==> src/hw/rtl/lcpc_pkg.sv <==
package lcpc_pkg;

  localparam int unsigned ByteW  = 8;
  localparam int unsigned CrcW   = 16;
  localparam int unsigned LenW   = 16;
  localparam int unsigned CountW = 17;

  localparam logic [CrcW-1:0]   CrcInit   = 16'hFFFF;
  localparam logic [CrcW-1:0]   CrcPoly   = 16'h1021;
  localparam logic [LenW-1:0]   MaxLenRst = 16'd4096;
  localparam logic [CountW-1:0] MinLen    = 17'd4;
  localparam logic [CountW-1:0] CountMax  = 17'h1FFFF;

  // Verdict codes, first failing check wins
  typedef enum logic [2:0] {
    ST_VALID     = 3'd0,
    ST_TOO_SHORT = 3'd1,
    ST_TOO_LONG  = 3'd2,
    ST_LEN_MISM  = 3'd3,
    ST_CRC_MISM  = 3'd4
  } status_e;

  // Registered input byte handed to the checker core
  typedef struct packed {
    logic             vld;
    logic [ByteW-1:0] data_byte;
    logic             last_byte;
  } lcpc_item_t;

  // CRC-16/CCITT-FALSE update by one byte, MSB first
  function automatic logic [CrcW-1:0] crc_byte(input logic [CrcW-1:0] crc,
                                               input logic [ByteW-1:0] b);
    logic [CrcW-1:0] c;
    c = crc ^ {b, 8'h00};
    for (int k = 0; k < 8; k++) begin
      if (c[CrcW-1]) begin
        c = {c[CrcW-2:0], 1'b0} ^ CrcPoly;
      end else begin
        c = {c[CrcW-2:0], 1'b0};
      end
    end
    return c;
  endfunction

endpackage

==> src/hw/rtl/lcpc_verdict_if.sv <==
interface lcpc_verdict_if;
  logic        valid;
  logic        ready;
  logic        packet_ok;
  logic [2:0]  status;
  logic [15:0] computed_crc;

  modport source (output valid, output packet_ok, output status, output computed_crc,
                  input ready);
  modport sink (input valid, input packet_ok, input status, input computed_crc,
                output ready);
endinterface

==> src/hw/rtl/lcpc_core.sv <==
module lcpc_core (
  input  logic                          clk_i,
  input  logic                          rst_ni,
  input  lcpc_pkg::lcpc_item_t          item_i,
  input  logic [lcpc_pkg::LenW-1:0]     max_len_i,
  output logic                          advance_o,
  lcpc_verdict_if.source                vrd_o
);
  import lcpc_pkg::*;

  // Packet state
  logic [CrcW-1:0]   crc_q, crc_d, crc_new;
  logic [CountW-1:0] cnt_q, cnt_d, cnt_new;
  logic [LenW-1:0]   dlen_q, dlen_d, dlen_new;
  logic [ByteW-1:0]  held0_q, held0_d;
  logic [ByteW-1:0]  held1_q, held1_d;

  // Result register
  logic            out_vld_q, out_vld_d;
  logic            out_ok_q, out_ok_d;
  status_e         out_st_q, out_st_d;
  logic [CrcW-1:0] out_crc_q, out_crc_d;

  logic            fin;
  logic [ByteW-1:0] feed_byte;
  status_e         verdict;

  // Move on unless a final byte would overwrite an untaken verdict
  assign advance_o = item_i.vld && (!item_i.last_byte || !out_vld_q || vrd_o.ready);
  assign fin       = advance_o && item_i.last_byte;

  // Byte leaving the delay line enters the CRC, length bytes as zero
  always_comb begin
    feed_byte = (cnt_q == CountW'(2) || cnt_q == CountW'(3)) ? '0 : held0_q;
    crc_new   = (cnt_q >= CountW'(2)) ? crc_byte(crc_q, feed_byte) : crc_q;
    if (cnt_q == '0) begin
      dlen_new = {8'h00, item_i.data_byte};
    end else if (cnt_q == CountW'(1)) begin
      dlen_new = {item_i.data_byte, dlen_q[7:0]};
    end else begin
      dlen_new = dlen_q;
    end
    cnt_new = (cnt_q == CountMax) ? cnt_q : cnt_q + CountW'(1);
  end

  // Check in order: short, long, length, CRC
  always_comb begin
    if (cnt_new < MinLen) begin
      verdict = ST_TOO_SHORT;
    end else if (cnt_new > {1'b0, max_len_i}) begin
      verdict = ST_TOO_LONG;
    end else if ({1'b0, dlen_new} != cnt_new) begin
      verdict = ST_LEN_MISM;
    end else if ({item_i.data_byte, held1_q} != crc_new) begin
      verdict = ST_CRC_MISM;
    end else begin
      verdict = ST_VALID;
    end
  end

  // Update or clear the packet state
  always_comb begin
    crc_d   = crc_q;
    cnt_d   = cnt_q;
    dlen_d  = dlen_q;
    held0_d = held0_q;
    held1_d = held1_q;
    if (fin) begin
      crc_d   = CrcInit;
      cnt_d   = '0;
      dlen_d  = '0;
      held0_d = '0;
      held1_d = '0;
    end else if (advance_o) begin
      crc_d   = crc_new;
      cnt_d   = cnt_new;
      dlen_d  = dlen_new;
      held0_d = held1_q;
      held1_d = item_i.data_byte;
    end
  end

  // Load the verdict on a final byte, drop it once taken
  always_comb begin
    out_vld_d = out_vld_q;
    out_ok_d  = out_ok_q;
    out_st_d  = out_st_q;
    out_crc_d = out_crc_q;
    if (fin) begin
      out_vld_d = 1'b1;
      out_ok_d  = (verdict == ST_VALID);
      out_st_d  = verdict;
      out_crc_d = crc_new;
    end else if (vrd_o.ready) begin
      out_vld_d = 1'b0;
    end
  end

  always_ff @(posedge clk_i or negedge rst_ni) begin
    if (!rst_ni) begin
      crc_q     <= CrcInit;
      cnt_q     <= '0;
      dlen_q    <= '0;
      held0_q   <= '0;
      held1_q   <= '0;
      out_vld_q <= 1'b0;
    end else begin
      crc_q     <= crc_d;
      cnt_q     <= cnt_d;
      dlen_q    <= dlen_d;
      held0_q   <= held0_d;
      held1_q   <= held1_d;
      out_vld_q <= out_vld_d;
    end
  end

  always_ff @(posedge clk_i) begin
    out_ok_q  <= out_ok_d;
    out_st_q  <= out_st_d;
    out_crc_q <= out_crc_d;
  end

  assign vrd_o.valid        = out_vld_q;
  assign vrd_o.packet_ok    = out_ok_q;
  assign vrd_o.status       = out_st_q;
  assign vrd_o.computed_crc = out_crc_q;

  // Packet state starts over after each verdict
  a_clear: assert property (@(posedge clk_i) disable iff (!rst_ni)
    fin |=> cnt_q == '0 && crc_q == CrcInit && dlen_q == '0)
    else $error("packet state not cleared after final byte");

  // Count grows by one per non-final byte until it saturates
  a_count: assert property (@(posedge clk_i) disable iff (!rst_ni)
    advance_o && !item_i.last_byte && cnt_q != CountMax |=> cnt_q == $past(cnt_q) + CountW'(1))
    else $error("byte count slipped");

  // An untaken verdict is never overwritten
  a_no_ovr: assert property (@(posedge clk_i) disable iff (!rst_ni)
    out_vld_q && !vrd_o.ready |-> !fin)
    else $error("verdict overwritten");

  // A verdict appears only after a final byte
  a_verdict: assert property (@(posedge clk_i) disable iff (!rst_ni)
    !out_vld_q ##1 out_vld_q |-> $past(fin))
    else $error("verdict without final byte");

endmodule

==> src/flat_wrapper.sv <==
// flat-port wrapper written by rule: the top's interface ports become plain ports
module lcpc_core_flat import lcpc_pkg::*;
  (clk_i, rst_ni, item_i, max_len_i, advance_o, vrd_o_valid, vrd_o_packet_ok, vrd_o_status, vrd_o_computed_crc, vrd_o_ready);
  lcpc_verdict_if vrd_o_i ();
  input  logic clk_i;
  input  logic rst_ni;
  input  lcpc_pkg::lcpc_item_t item_i;
  input  logic [lcpc_pkg::LenW-1:0] max_len_i;
  output logic advance_o;
  output wire logic [$bits(vrd_o_i.valid)-1:0] vrd_o_valid;
  output wire logic [$bits(vrd_o_i.packet_ok)-1:0] vrd_o_packet_ok;
  output wire logic [$bits(vrd_o_i.status)-1:0] vrd_o_status;
  output wire logic [$bits(vrd_o_i.computed_crc)-1:0] vrd_o_computed_crc;
  input wire logic [$bits(vrd_o_i.ready)-1:0] vrd_o_ready;
  assign vrd_o_valid = vrd_o_i.valid;
  assign vrd_o_packet_ok = vrd_o_i.packet_ok;
  assign vrd_o_status = vrd_o_i.status;
  assign vrd_o_computed_crc = vrd_o_i.computed_crc;
  assign vrd_o_i.ready = vrd_o_ready;
  lcpc_core u_core (.clk_i(clk_i), .rst_ni(rst_ni), .item_i(item_i), .max_len_i(max_len_i), .advance_o(advance_o), .vrd_o(vrd_o_i));
endmodule
==> config.mk <==
export PLATFORM = sky130hd
export DESIGN_NAME = lcpc_core_flat
export DESIGN_NICKNAME = d
export VERILOG_FILES = /design/src/hw/rtl/lcpc_pkg.sv /design/src/hw/rtl/lcpc_verdict_if.sv /design/src/hw/rtl/lcpc_core.sv /design/src/flat_wrapper.sv
export SDC_FILE = /design/constraint.sdc
export NUM_CORES = 1
export LEC_CHECK = 0
export ABC_AREA = 0
export CORE_ASPECT_RATIO = 0.75
export CORE_UTILIZATION = 25
export DETAILED_ROUTE_END_ITERATION = 8
export DONT_BUFFER_PORTS = 1
export PLACE_DENSITY = 0.44
export SLEW_MARGIN = 10
export SYNTH_ARGS = -nofsm -noshare
export SYNTH_HDL_FRONTEND = slang
export SYNTH_SLANG_ARGS = --single-unit
==> constraint.sdc <==
create_clock -name clk_i -period 7.5 [get_ports clk_i]
set_input_delay 0 -clock clk_i [delete_from_list [all_inputs] [get_ports clk_i]]
set_output_delay 0 -clock clk_i [all_outputs]
set_load 0.03 [all_outputs]
==> flow_metrics.py <==
metrics = {
    "run_status": {
        "status": "finished, final reports clean",
    },
    "detailed_routing": {
        "wl_per_cell_um": 19.9,
        "wirelength_um": 17800,
        "ant_nets": 0,
        "met1_length_um": 9020,
        "drcViolationCount": 0,
        "drtPass1Iterations": 5,
        "vias_per_cell": 5.06,
        "drt_iter0_drc": 355,
        "wl_met2_um": 7500,
        "top_layer": "met4",
        "met3_length_um": 1050,
        "vias": 4527,
    },
    "placed_design": {
        "io_buffer_count": 0,
        "dpl.cell_count": 863,
        "dp_slack_ns": 3.52,
        "dpl.hpwl_um": 12500,
        "gp_congestion": 0.848,
    },
    "yosys": {
        "syn_area_mm2": 0.00564,
        "synth-warning-count": 0,
        "synth.distinct_cells": 68,
        "yosysTopAreaCell": "dfrtp_1",
        "synth-edff-count": 20,
        "yosys_most_used_dff": "dfrtp_1",
        "async_flop_share": 0.767,
        "synth_top_area_share": 0.222,
        "synthesis.nets": 648,
        "syn_inst": 599,
        "synth_seq_cells": 86,
        "synthTopCellsByArea": "dfrtp_1, edfxtp_1, dfstp_2, xnor2_1, xor2_1",
        "syn_area_per_cell_um2": 9.42,
        "yosysSeqAreaShare": 0.403,
    },
    "clock_tree": {
        "cts_tree": "done",
        "cts_buffers": 9,
        "htreeDepth": 3,
        "cts.sinks": 86,
        "cts-root-buf": "clkbuf_16",
        "clk_latency_ns": 0.36,
        "cts_resized": 0,
        "ctsLongestPathBuffers": 2,
        "postCtsSetupBuffers": 0,
        "path_clk_slew_ns": 0.07,
    },
    "layout": {
        "area_growth_syn_to_layout_pct": 13.6,
        "final_nets": 645,
        "n_fill_cell": 2340,
        "diodes": 0,
        "instances_no_fill": 895,
        "post-route-util": 0.290,
        "seq_area_mm2": 0.00227,
        "multi_input_area_mm2": 0.00310,
        "layout-drive-gt1-share": 0.101,
    },
    "worst_setup_path": {
        "arrival_ns": 4.23,
        "crit_path_top_delay_cell": "nor4_4",
        "critical-path-top-delay-family": "simple AND/OR/NAND/NOR gates",
        "crit_buf_inv": 1,
        "critical_path_class": "reg2reg",
        "cp_cell_sequence": "ha_1 -> nand4_1 -> nor4_4 -> nand2_2 -> mux2i_1 -> inv_1 -> ha_1 -> nor2b_1 -> o21a_1 -> o21a_1 -> o21bai_1 -> a21oi_1 -> o21ai_0 -> nand2_1 -> nor2_1 -> and3b_1",
        "slowest_delay_ns": 0.48,
        "crit_path_end_kind": "flop",
        "worstPathRequired_ns": 7.72,
        "crit_fanout": 8,
        "start_kind": "flop",
    },
    "floorplan": {
        "start_util": 0.255,
        "die_area_mm2": 0.0232,
        "die_x_um": 175,
        "num_rows": 47,
        "dieHeight_um": 132,
        "design.portCount": 51,
        "core_region_area_mm2": 0.0221,
    },
    "grt": {
        "grt_remaining_overflow": 0,
        "grt_first_pass_wirelength_um": 27500,
        "grt_pass1_vias": 4459,
        "antenna_found_initial": 0,
        "grt_max_degree": 67,
        "track_usage": 0.159,
    },
    "timing": {
        "min_period_ns": 4.01,
        "relSlewSlack": 0.389,
        "finalSetupViolCount": 0,
        "layout_setup_ws_ns": 3.49,
        "clock.fmax_ghz": 0.249,
        "drv_slew": 0,
        "rsz0062_at_grt": "false",
        "fin_crit_sh": 0.535,
        "setup-tns-final_ns": 0,
        "tightest_slew_ns": 0.910,
        "finClkSkew_ns": 0.0131,
        "hold_viol": 0,
    },
    "worst_hold_path": {
        "hold_class": "in2reg",
    },
    "pwr": {
        "ir_worst_vdd_uv": 121,
        "p_leak_nw": 2.76,
        "total_power_mw": 1.94,
        "powerDensity_mw_per_mm2": 303,
    },
    "flow_run": {
        "maxCapViolations": 0,
    },
}
-- repair_timing --
action                     in CTS  in global routing
setup endpoints to repair       0                  0
hold buffers                   16                  0
hold endpoints to repair      109                  0
-- tightest hold or removal path: cells and delay by family --
family	cells	cell delay (ns)
buffers and inverters	2	0.23
AND/OR/NAND/NOR	2	0.16
-- report_power, final --
part	switching [mW]	total [mW]	leakage, nW	internal (mW)
Sequential	0.146	0.757	1.02	0.611
Clock	0.209	0.480	0.158	0.271
Combinational	0.397	0.706	1.58	0.309
Total	0.752	1.94	2.76	1.19
-- sequential cells by signal, indices dropped and copies added, names as in the netlist --
name,count
u_core.held1_q,8
u_core.crc_q,16
u_core.held0_q,8
u_core.vrd_o.packet_ok,1
u_core.vrd_o.status,3
u_core.vrd_o.computed_crc,16
u_core.dlen_q,16
u_core.cnt_q,17
u_core.vrd_o.valid,1
-- synthesized netlist by cell type, types with 2 or more instances --
cell type and n:
and3b_1 2, a31o_2 2, nand2_1 61, clkbuf_1 24
o21bai_1 2, nor4_2 3, edfxtp_1 20, nand3_1 30
a21o_1 4, o31ai_1 6, a41oi_1 2, nor4_4 2
xor2_1 33, or3_1 5, nor2b_1 3, o21ai_0 29
o22a_1 9, mux2_2 2, a22o_1 25, buf_1 6
o211ai_1 2, inv_1 29, or2_2 3, ha_1 20
dfrtp_1 50, a21oi_1 25, o22ai_1 3, nand4_1 15
or4_1 2, o21a_1 2, and3_1 8, and4_1 2
mux2i_1 19, and2_1 2, buf_2 6, xnor2_1 41
nor4_1 4, a31oi_1 10, nor2_1 35, dfstp_2 16
nor3_1 8
-- placed cells by master (no fill, tap or decap), drive strengths merged, types with 3 or more instances in the layout --
| master | instances |
|---|---|
| edfxtp | 20 |
| nand4 | 15 |
| nand3 | 30 |
| nor2 | 36 |
| and3 | 8 |
| or3 | 6 |
| dfstp | 16 |
| dlygate4sd3 | 15 |
| ha | 20 |
| xor2 | 33 |
| mux2i | 19 |
| or2 | 3 |
| o22ai | 3 |
| clkbuf | 11 |
| a22o | 25 |
| buf | 9 |
| inv | 33 |
| nor2b | 3 |
| a31oi | 11 |
| o22a | 9 |
| xnor2 | 42 |
| o21ai | 30 |
| a21oi | 25 |
| nor4 | 9 |
| nor3 | 9 |
| a21o | 4 |
| dfrtp | 50 |
| nand2 | 62 |
| o31ai | 7 |
-- worst paths after layout --
kind	cells past startpoint	start	slack [ns]	to
worst max register to register	16	u_core.cnt_q[1]	3.49	u_core.vrd_o.packet_ok
max in group asynchronous	2	rst_ni	6.91	u_core.crc_q[5]
min in group asynchronous	2	rst_ni	0.27	u_core.held0_q[4]
worst min register to register	2	u_core.held0_q[0]	0.50	u_core.held0_q[0]
worst max-delay path	16	u_core.cnt_q[1]	3.49	u_core.vrd_o.packet_ok
worst min-delay path	4	item_i[0]	0.07	u_core.held1_q[4]
-- layer usage --
| layer | GRT usage | vias up |
|---|---|---|
| li1 | - | 2141 |
| met1 | 0.237 | 2262 |
| met2 | 0.223 | 113 |
| met3 | 0.0398 | 11 |
| met4 | 0.0435 | 0 |
| met5 | 0 | - |
-- layout make-up --
class                   instances  share of cell area
clock buffers                  11              0.0430
clock inverters                 5             0.00683
inverters                      29              0.0170
multi-input cells             446               0.484
flip-flops and latches         86               0.355
well taps                     294              0.0574
repair buffers                 24              0.0371
-- stage by stage --
| stage | cell area (µm²) | hold WS, ns |
|---|---|---|
| final | 6410 | 0.0703 |
| after global routing | 6410 | 0.0757 |
| after CTS | 6410 | 0.0581 |
| after detailed placement | 5910 | -0.290 |
| after global placement | 5910 | -0.289 |
| after floorplan | 5640 | -0.296 |
-- cell families (layout without fill, tap and decap cells) --
group | after synthesis | after routing | synth area share
muxes | 21 | 21 | 0.0377
xor gates and xnor gates | 76 | 76 | 0.122
AOI/OAI and AO/OA | 136 | 136 | 0.168
and+or+nand+nor | 193 | 193 | 0.178
adders and majority gates | 20 | 20 | 0.0444
DFF | 86 | 86 | 0.403
buffers and inverters | 67 | 69 | 0.0475
Power figures use the tool's default switching activity.
